[src/rtl/dpv_pkg.sv]
// Types, constants and codes for the packet validator.
`timescale 1ns / 1ps
`default_nettype none
package dpv_pkg;

   localparam int MAX_BYTES   = 4096;
   localparam int POS_W       = $clog2(MAX_BYTES + 1);
   localparam int BYTE_CNT_W  = 13;

   localparam logic [7:0] SYNC_HI = 8'hF5;
   localparam logic [7:0] SYNC_LO = 8'hFA;

   localparam int POS_SYNC_HI = 0;
   localparam int POS_SYNC_LO = 1;
   localparam int POS_CMD_HI  = 2;
   localparam int POS_CMD_LO  = 3;
   localparam int POS_LEN_HI  = 4;
   localparam int POS_LEN_LO  = 5;

   localparam logic [1:0] ERR_NONE     = 2'd0;
   localparam logic [1:0] ERR_HEADER   = 2'd1;
   localparam logic [1:0] ERR_CHECKSUM = 2'd2;

   typedef struct packed {
      logic [7:0] data_byte;
      logic       last_byte;
   } req_type;

   typedef struct packed {
      logic                  packet_ok;
      logic [1:0]            error_code;
      logic [15:0]           command_word;
      logic [15:0]           length_word;
      logic [BYTE_CNT_W-1:0] byte_count;
   } rsp_type;

   typedef struct packed {
      logic    valid;
      rsp_type data;
   } verdict_type;

endpackage
`default_nettype wire

[src/rtl/detector_packet_validator_core.sv]
// Top level of the sync-header / checksum datagram validator.
//
//  channel | dir | struct   | transfer
//  req_    | in  | req_type | one datagram byte, last_byte on the final one
//  rsp_    | out | rsp_type | one verdict per datagram
//
//  One byte per cycle sustained, except while a final byte waits for queue space;
//  each byte passes through the input register. A final byte's verdict enters a
//  two-entry queue when that byte is taken from the register, which sets rsp_valid.
//  Bytes keep flowing while verdicts wait; a final byte holds in the input register
//  while the queue is full, which drops req_ready until a verdict is transferred.
//  Synchronous active-high reset clears all datagram state and empties the queue.
`timescale 1ns / 1ps
`default_nettype none
module detector_packet_validator_core
   import dpv_pkg::*;
(
   input  wire logic    clock,
   input  wire logic    reset,
   input  wire logic    req_valid,
   output logic         req_ready,
   input  wire req_type req_data,
   output logic         rsp_valid,
   input  wire logic    rsp_ready,
   output rsp_type      rsp_data
);

   logic        held_valid;
   req_type     held_data;
   logic        take;
   logic        space;
   verdict_type verdict;

   assign take = held_valid && (!held_data.last_byte || space);

   dpv_in_reg u_in_reg (
      .clock      (clock),
      .reset      (reset),
      .req_valid  (req_valid),
      .req_ready  (req_ready),
      .req_data   (req_data),
      .take       (take),
      .held_valid (held_valid),
      .held_data  (held_data)
   );

   dpv_frame u_frame (
      .clock     (clock),
      .reset     (reset),
      .take      (take),
      .byte_data (held_data),
      .verdict   (verdict)
   );

   dpv_rsp_queue u_rsp_queue (
      .clock     (clock),
      .reset     (reset),
      .verdict   (verdict),
      .space     (space),
      .rsp_valid (rsp_valid),
      .rsp_ready (rsp_ready),
      .rsp_data  (rsp_data)
   );

endmodule
`default_nettype wire

[src/rtl/dpv_in_reg.sv]
// Input holding register for received bytes.
`timescale 1ns / 1ps
`default_nettype none
module dpv_in_reg
   import dpv_pkg::*;
(
   input  wire logic    clock,
   input  wire logic    reset,
   input  wire logic    req_valid,
   output logic         req_ready,
   input  wire req_type req_data,
   input  wire logic    take,
   output logic         held_valid,
   output req_type      held_data
);

   logic    valid_ff, valid_in;
   req_type data_ff,  data_in;

   assign req_ready  = !valid_ff || take;
   assign held_valid = valid_ff;
   assign held_data  = data_ff;

   always_comb begin
      valid_in = valid_ff;
      data_in  = data_ff;
      if (req_valid && req_ready) begin
         valid_in = 1'b1;
         data_in  = req_data;
      end else if (take) begin
         valid_in = 1'b0;
      end
   end

   always_ff @(posedge clock) begin
      if (reset) begin
         valid_ff <= 1'b0;
      end else begin
         valid_ff <= valid_in;
      end
      data_ff <= data_in;
   end

endmodule
`default_nettype wire

[src/rtl/dpv_frame.sv]
// Per-datagram state: sync check, running sum, field capture and verdict.
`timescale 1ns / 1ps
`default_nettype none
module dpv_frame
   import dpv_pkg::*;
(
   input  wire logic    clock,
   input  wire logic    reset,
   input  wire logic    take,
   input  wire req_type byte_data,
   output verdict_type  verdict
);

   logic [15:0]      sum_ff,    sum_in;
   logic [7:0]       prev_ff,   prev_in;
   logic [POS_W-1:0] pos_ff,    pos_in;
   logic             hdr_ff,    hdr_in;
   logic [15:0]      cmd_ff,    cmd_in;
   logic [15:0]      len_ff,    len_in;

   logic [POS_W-1:0] count;
   logic             two_plus;
   logic [15:0]      body;
   logic [15:0]      check;
   logic [15:0]      total;
   logic             hdr_ok;
   logic [7:0]       b;

   always_comb begin
      b        = byte_data.data_byte;
      count    = (pos_ff < POS_W'(MAX_BYTES)) ? pos_ff + POS_W'(1) : POS_W'(MAX_BYTES);
      two_plus = count >= POS_W'(2);

      hdr_in = hdr_ff;
      cmd_in = cmd_ff;
      len_in = len_ff;
      if (pos_ff == POS_W'(POS_SYNC_HI) && b != SYNC_HI) hdr_in = 1'b0;
      if (pos_ff == POS_W'(POS_SYNC_LO) && b != SYNC_LO) hdr_in = 1'b0;
      if (pos_ff == POS_W'(POS_CMD_HI)) cmd_in = cmd_ff | {b, 8'h00};
      if (pos_ff == POS_W'(POS_CMD_LO)) cmd_in = cmd_ff | {8'h00, b};
      if (pos_ff == POS_W'(POS_LEN_HI)) len_in = len_ff | {b, 8'h00};
      if (pos_ff == POS_W'(POS_LEN_LO)) len_in = len_ff | {8'h00, b};

      hdr_ok = hdr_in && two_plus;
      if (two_plus) begin
         body  = sum_ff - {8'h00, prev_ff};
         check = {prev_ff, b};
      end else begin
         body  = 16'h0000;
         check = {8'h00, b};
      end
      total = body + check;

      verdict.valid             = take && byte_data.last_byte;
      verdict.data.command_word = cmd_in;
      verdict.data.length_word  = len_in;
      verdict.data.byte_count   = BYTE_CNT_W'(count);
      if (!hdr_ok) begin
         verdict.data.error_code = ERR_HEADER;
      end else if (total != 16'h0000) begin
         verdict.data.error_code = ERR_CHECKSUM;
      end else begin
         verdict.data.error_code = ERR_NONE;
      end
      verdict.data.packet_ok = (verdict.data.error_code == ERR_NONE);

      sum_in  = sum_ff + {8'h00, b};
      prev_in = b;
      pos_in  = count;
      if (byte_data.last_byte) begin
         sum_in  = 16'h0000;
         prev_in = 8'h00;
         pos_in  = '0;
         hdr_in  = 1'b1;
         cmd_in  = 16'h0000;
         len_in  = 16'h0000;
      end
   end

   always_ff @(posedge clock) begin
      if (reset) begin
         sum_ff  <= 16'h0000;
         prev_ff <= 8'h00;
         pos_ff  <= '0;
         hdr_ff  <= 1'b1;
         cmd_ff  <= 16'h0000;
         len_ff  <= 16'h0000;
      end else if (take) begin
         sum_ff  <= sum_in;
         prev_ff <= prev_in;
         pos_ff  <= pos_in;
         hdr_ff  <= hdr_in;
         cmd_ff  <= cmd_in;
         len_ff  <= len_in;
      end
   end

endmodule
`default_nettype wire

[src/rtl/dpv_rsp_queue.sv]
// Two-entry result register queue feeding the response channel.
`timescale 1ns / 1ps
`default_nettype none
module dpv_rsp_queue
   import dpv_pkg::*;
(
   input  wire logic        clock,
   input  wire logic        reset,
   input  wire verdict_type verdict,
   output logic             space,
   output logic             rsp_valid,
   input  wire logic        rsp_ready,
   output rsp_type          rsp_data
);

   rsp_type    mem_ff [2];
   logic       wr_ptr_ff, wr_ptr_in;
   logic       rd_ptr_ff, rd_ptr_in;
   logic [1:0] cnt_ff,    cnt_in;
   logic       push, pop;

   assign space     = cnt_ff != 2'd2;
   assign rsp_valid = cnt_ff != 2'd0;
   assign rsp_data  = mem_ff[rd_ptr_ff];

   always_comb begin
      push      = verdict.valid;
      pop       = rsp_valid && rsp_ready;
      wr_ptr_in = push ? !wr_ptr_ff : wr_ptr_ff;
      rd_ptr_in = pop  ? !rd_ptr_ff : rd_ptr_ff;
      cnt_in    = cnt_ff + {1'b0, push} - {1'b0, pop};
   end

   always_ff @(posedge clock) begin
      if (reset) begin
         wr_ptr_ff <= 1'b0;
         rd_ptr_ff <= 1'b0;
         cnt_ff    <= 2'd0;
      end else begin
         wr_ptr_ff <= wr_ptr_in;
         rd_ptr_ff <= rd_ptr_in;
         cnt_ff    <= cnt_in;
      end
      if (push) begin
         mem_ff[wr_ptr_ff] <= verdict.data;
      end
   end

endmodule
`default_nettype wire

[config.mk]
export PLATFORM = sky130hd
export DESIGN_NAME = detector_packet_validator_core
export DESIGN_NICKNAME = d
export VERILOG_FILES = /design/src/rtl/dpv_pkg.sv /design/src/rtl/detector_packet_validator_core.sv /design/src/rtl/dpv_in_reg.sv /design/src/rtl/dpv_frame.sv /design/src/rtl/dpv_rsp_queue.sv
export SDC_FILE = /design/constraint.sdc
export NUM_CORES = 1
export LEC_CHECK = 0
export ABC_AREA = 0
export BUFFER_PORTS_ARGS = -buffer_cell sky130_fd_sc_hd__buf_2
export CAP_MARGIN = 20
export CORE_ASPECT_RATIO = 0.7
export CORE_UTILIZATION = 23
export CTS_BUF_LIST = sky130_fd_sc_hd__clkbuf_16
export CTS_CLUSTER_DIAMETER = 50
export DETAILED_ROUTE_END_ITERATION = 7
export SYNTH_ARGS = -nofsm -noshare
export SYNTH_HDL_FRONTEND = slang
export SYNTH_SLANG_ARGS = --single-unit
export TNS_END_PERCENT = 5
[constraint.sdc]
create_clock -name clock -period 11.3 [get_ports clock]
set_input_delay 1.13 -clock clock [delete_from_list [all_inputs] [get_ports clock]]
set_output_delay 1.13 -clock clock [all_outputs]
set_load 0.03 [all_outputs]
==> flow_metrics.tcl <==
set metrics [dict create \
    peakVddDrop_mv 0.103 \
    grt_pass1_wl_um 35100 \
    fin_skew_ns 0.00994 \
    start_kind "register" \
    drv_cap 0 \
    ys_async_sr_fraction_pct 0 \
    worst_ep_required_time_ns 11.54 \
    place_area_mm2 0.00985 \
    ys_warn_count 0 \
    whs_ns 0.464 \
    worst-endpoint-arrival_ns 5.35 \
    utilization_pct 27.0 \
    yosys.area_share.simple_pct 13.2 \
    pre_cts_ws_ns 6.35 \
    clk_pin_slew_ns 0.07 \
    postCtsHoldBufs 0 \
    antenna_found_initial 0 \
    die_w_um 238 \
    fin_cells 1380 \
    p_seq_share_pct 44.2 \
    hold_violations 0 \
    combPwrFrac_pct 22.2 \
    p_int_mw 1.15 \
    avgSynthCellArea_um2 11.3 \
    cts_made_buffers 17 \
    synth_xor_area_share_pct 4.06 \
    synth_mux_area_share_pct 6.26 \
    first_pass_iters 4 \
    viasPerCell 4.59 \
    final_area_mm2 0.0104 \
    path_class "register to register" \
    portBuffers 62 \
    drc 0 \
    min_period_over_period_pct 45.2 \
    power_density_mw_per_mm2 160 \
    grt_pass1_vias 6077 \
    vias 6339 \
    clock_path_buffers 2 \
    wl_per_cell_um 16.0 \
    drtAntennaViolNets 0 \
    end_kind "register" \
    syn-cell-area_mm2 0.00898 \
    synthAdderAreaFrac_pct 5.83 \
    cts_tree "done" \
    ys_seq_area_share_pct 52.1 \
    setup_viol 0 \
    cts-resized-gates 0 \
    die_y_um 167 \
    num_io_pins 63 \
    n_antenna_cell 0 \
    syn_inst 793 \
    yosysUniqueCellTypes 72 \
    postCtsSetupBuffers 0 \
    rsz0062_at_grt "no" \
    place_inst 1348 \
    grt_overflow 0 \
    wl_um 22100 \
    synth-compound-area-share_pct 15.5 \
    finalNetCount 893 \
    root_buffer "clkbuf_16" \
    leakage_nw 4.39 \
    syn2layout_area_growth_pct 15.8 \
    hpwl_um 15000 \
    num-fill-cells 4084 \
    dieArea_mm2 0.0398 \
    slew_headroom_pct 35.5 \
    fmax_ghz 0.196 \
    synth_top_family_by_area "compound AO/OA/AOI/OAI gates" \
    synth_edf_count 105 \
    switching_share_pct 30.6 \
    grt_use_total_pct 11.5 \
    p_sw_mw 0.509 \
    final_max_slew_viol_count 0 \
    h-tree-depth 4 \
    hold_path.class "register to register" \
    core-area_mm2 0.0384 \
    drive_above_1_share_pct 20.2 \
    place_congestion 0.835 \
    ys_ff_latch 181 \
    cts_sinks 181 \
    clk_latency_ns 0.44 \
    ys.flop_type "edfxtp_1" \
    tightestPinTransition_ns 0.964 \
    initial_core_util_pct 23.4 \
    drtIter0Drc 513 \
    syn_nets 846 \
    fin_setup_tns_ns 0 \
    pwr-share-clk_pct 33.6 \
    grt_max_degree 49 \
    setup_ws_ns 6.19 \
    crit_fanout 23 \
    finalPower_mw 1.66 \
    rows 60 \
    period_needed_ns 5.11 \
    outcome "complete, no violations" \
]
==> Yosys cell counts, types with 5 or more instances <==
cell type  instances  area share (%)
nand3_1           12            0.67
xnor2_1           27             2.6
nand4_1           10            0.70
a31oi_1            5            0.35
nand2_1           35             1.5
xor2_1            12             1.2
a21oi_1           42             2.3
nor2_1            72             3.0
edfxtp_1         105              35
and3_1             7            0.49
nor2b_1            9            0.63
o211a_1           34             3.8
nor3_1            20             1.1
dfxtp_1           76              17
nor4_1             7            0.49
o211ai_1           5            0.42
clkbuf_1          35             1.5
mux2_2            49             6.1
a21o_1            38             3.2
nand3b_1          11            0.92
o21ai_0           18             1.0
inv_1             28             1.2
ha_1              37             5.2
a22oi_1           13             1.1
==> registers in the layout, indices dropped and copies added (netlist names), named ones only <==
signal / flops
u_rsp_queue.wr_ptr_ff: 1
u_rsp_queue.mem_ff: 96
u_in_reg.held_data: 9
u_frame.pos_ff: 13
u_frame.cmd_ff: 16
u_rsp_queue.rd_ptr_ff: 1
u_frame.hdr_ff: 1
u_frame.sum_ff: 16
u_in_reg.held_valid: 1
u_frame.prev_ff: 8
u_rsp_queue.cnt_ff: 2
u_frame.len_ff: 16
==> final cells by class <==
cell class	count	area [um^2]	area share, %
sequential	181	4680	45.0
timing repair buffer	69	363	3.49
clock inverter	15	116	1.12
multi-input combinational	542	4040	38.9
tap	527	659	6.35
inverter	29	109	1.05
clock buffer	17	425	4.09
==> worst max-delay path: stages, from the launching register on <==
cell      delay, ns
dfxtp_1        0.45
ha_1           0.35
and3_1         0.32
nand4_1        0.19
xor2_1         0.24
a41oi_2        0.16
nor3_2         0.17
buf_4          0.29
nor2_1         0.08
ha_1           0.22
fa_1           0.45
a211oi_4       0.36
nor4_1         0.11
nor3_1         0.52
o21ba_2        0.25
xor2_1         0.25
nand4_1        0.15
nor4b_2        0.35
==> cell families after synthesis <==
logic type / count (synthesis)
mux: 50
buf+inv: 70
fa+ha+maj: 40
compound gates: 189
flops: 181
simple gates: 223
xor+xnor: 40
==> power groups by stage <==
stage	Combinational [mW]	Clock [mW]	Sequential (mW)
floorplan	0.283	0	0.739
global placement	0.374	0	0.749
detailed placement	0.376	0	0.750
CTS	0.377	0.575	0.735
global route	0.404	0.603	0.737
finish	0.369	0.559	0.735
==> metal layers <==
layer  global-route usage, %  up-vias  share of wire [%]
met5                       0        -                  0
met4                    3.65        0                1.4
met3                    3.18       21                5.7
met2                    16.6      162                 42
met1                    16.5     3122                 51
li1                        -     3034                  -
==> final timing paths <==
check	cells past startpoint	endpoint	start	slack (ns)
max	17	u_rsp_queue.mem_ff[1][47]	u_frame.pos_ff[0]	6.19
min	2	u_frame.prev_ff[2]	u_frame.prev_ff[2]	0.46
max reg2reg	17	u_rsp_queue.mem_ff[1][47]	u_frame.pos_ff[0]	6.19
min reg2reg	2	u_frame.prev_ff[2]	u_frame.prev_ff[2]	0.46
==> layout by cell type, fill, tap and decap left out, types with 13 or more instances in the layout <==
| cell | netlist | layout |
|---|---|---|
| edfxtp_1 | 105 | 105 |
| dfxtp_1 | 76 | 75 |
| nor2_1 | 72 | 70 |
| buf_2 | 3 | 62 |
| mux2_2 | 49 | 49 |
| a21oi_1 | 42 | 42 |
| a21o_1 | 38 | 38 |
| ha_1 | 37 | 37 |
| nand2_1 | 35 | 35 |
| o211a_1 | 34 | 34 |
| inv_1 | 28 | 32 |
| xnor2_1 | 27 | 27 |
| nor3_1 | 20 | 20 |
| o21ai_0 | 18 | 18 |
| clkbuf_16 | 0 | 17 |
| a22oi_1 | 13 | 13 |
Note: power is estimated with default switching activity, not from simulation.
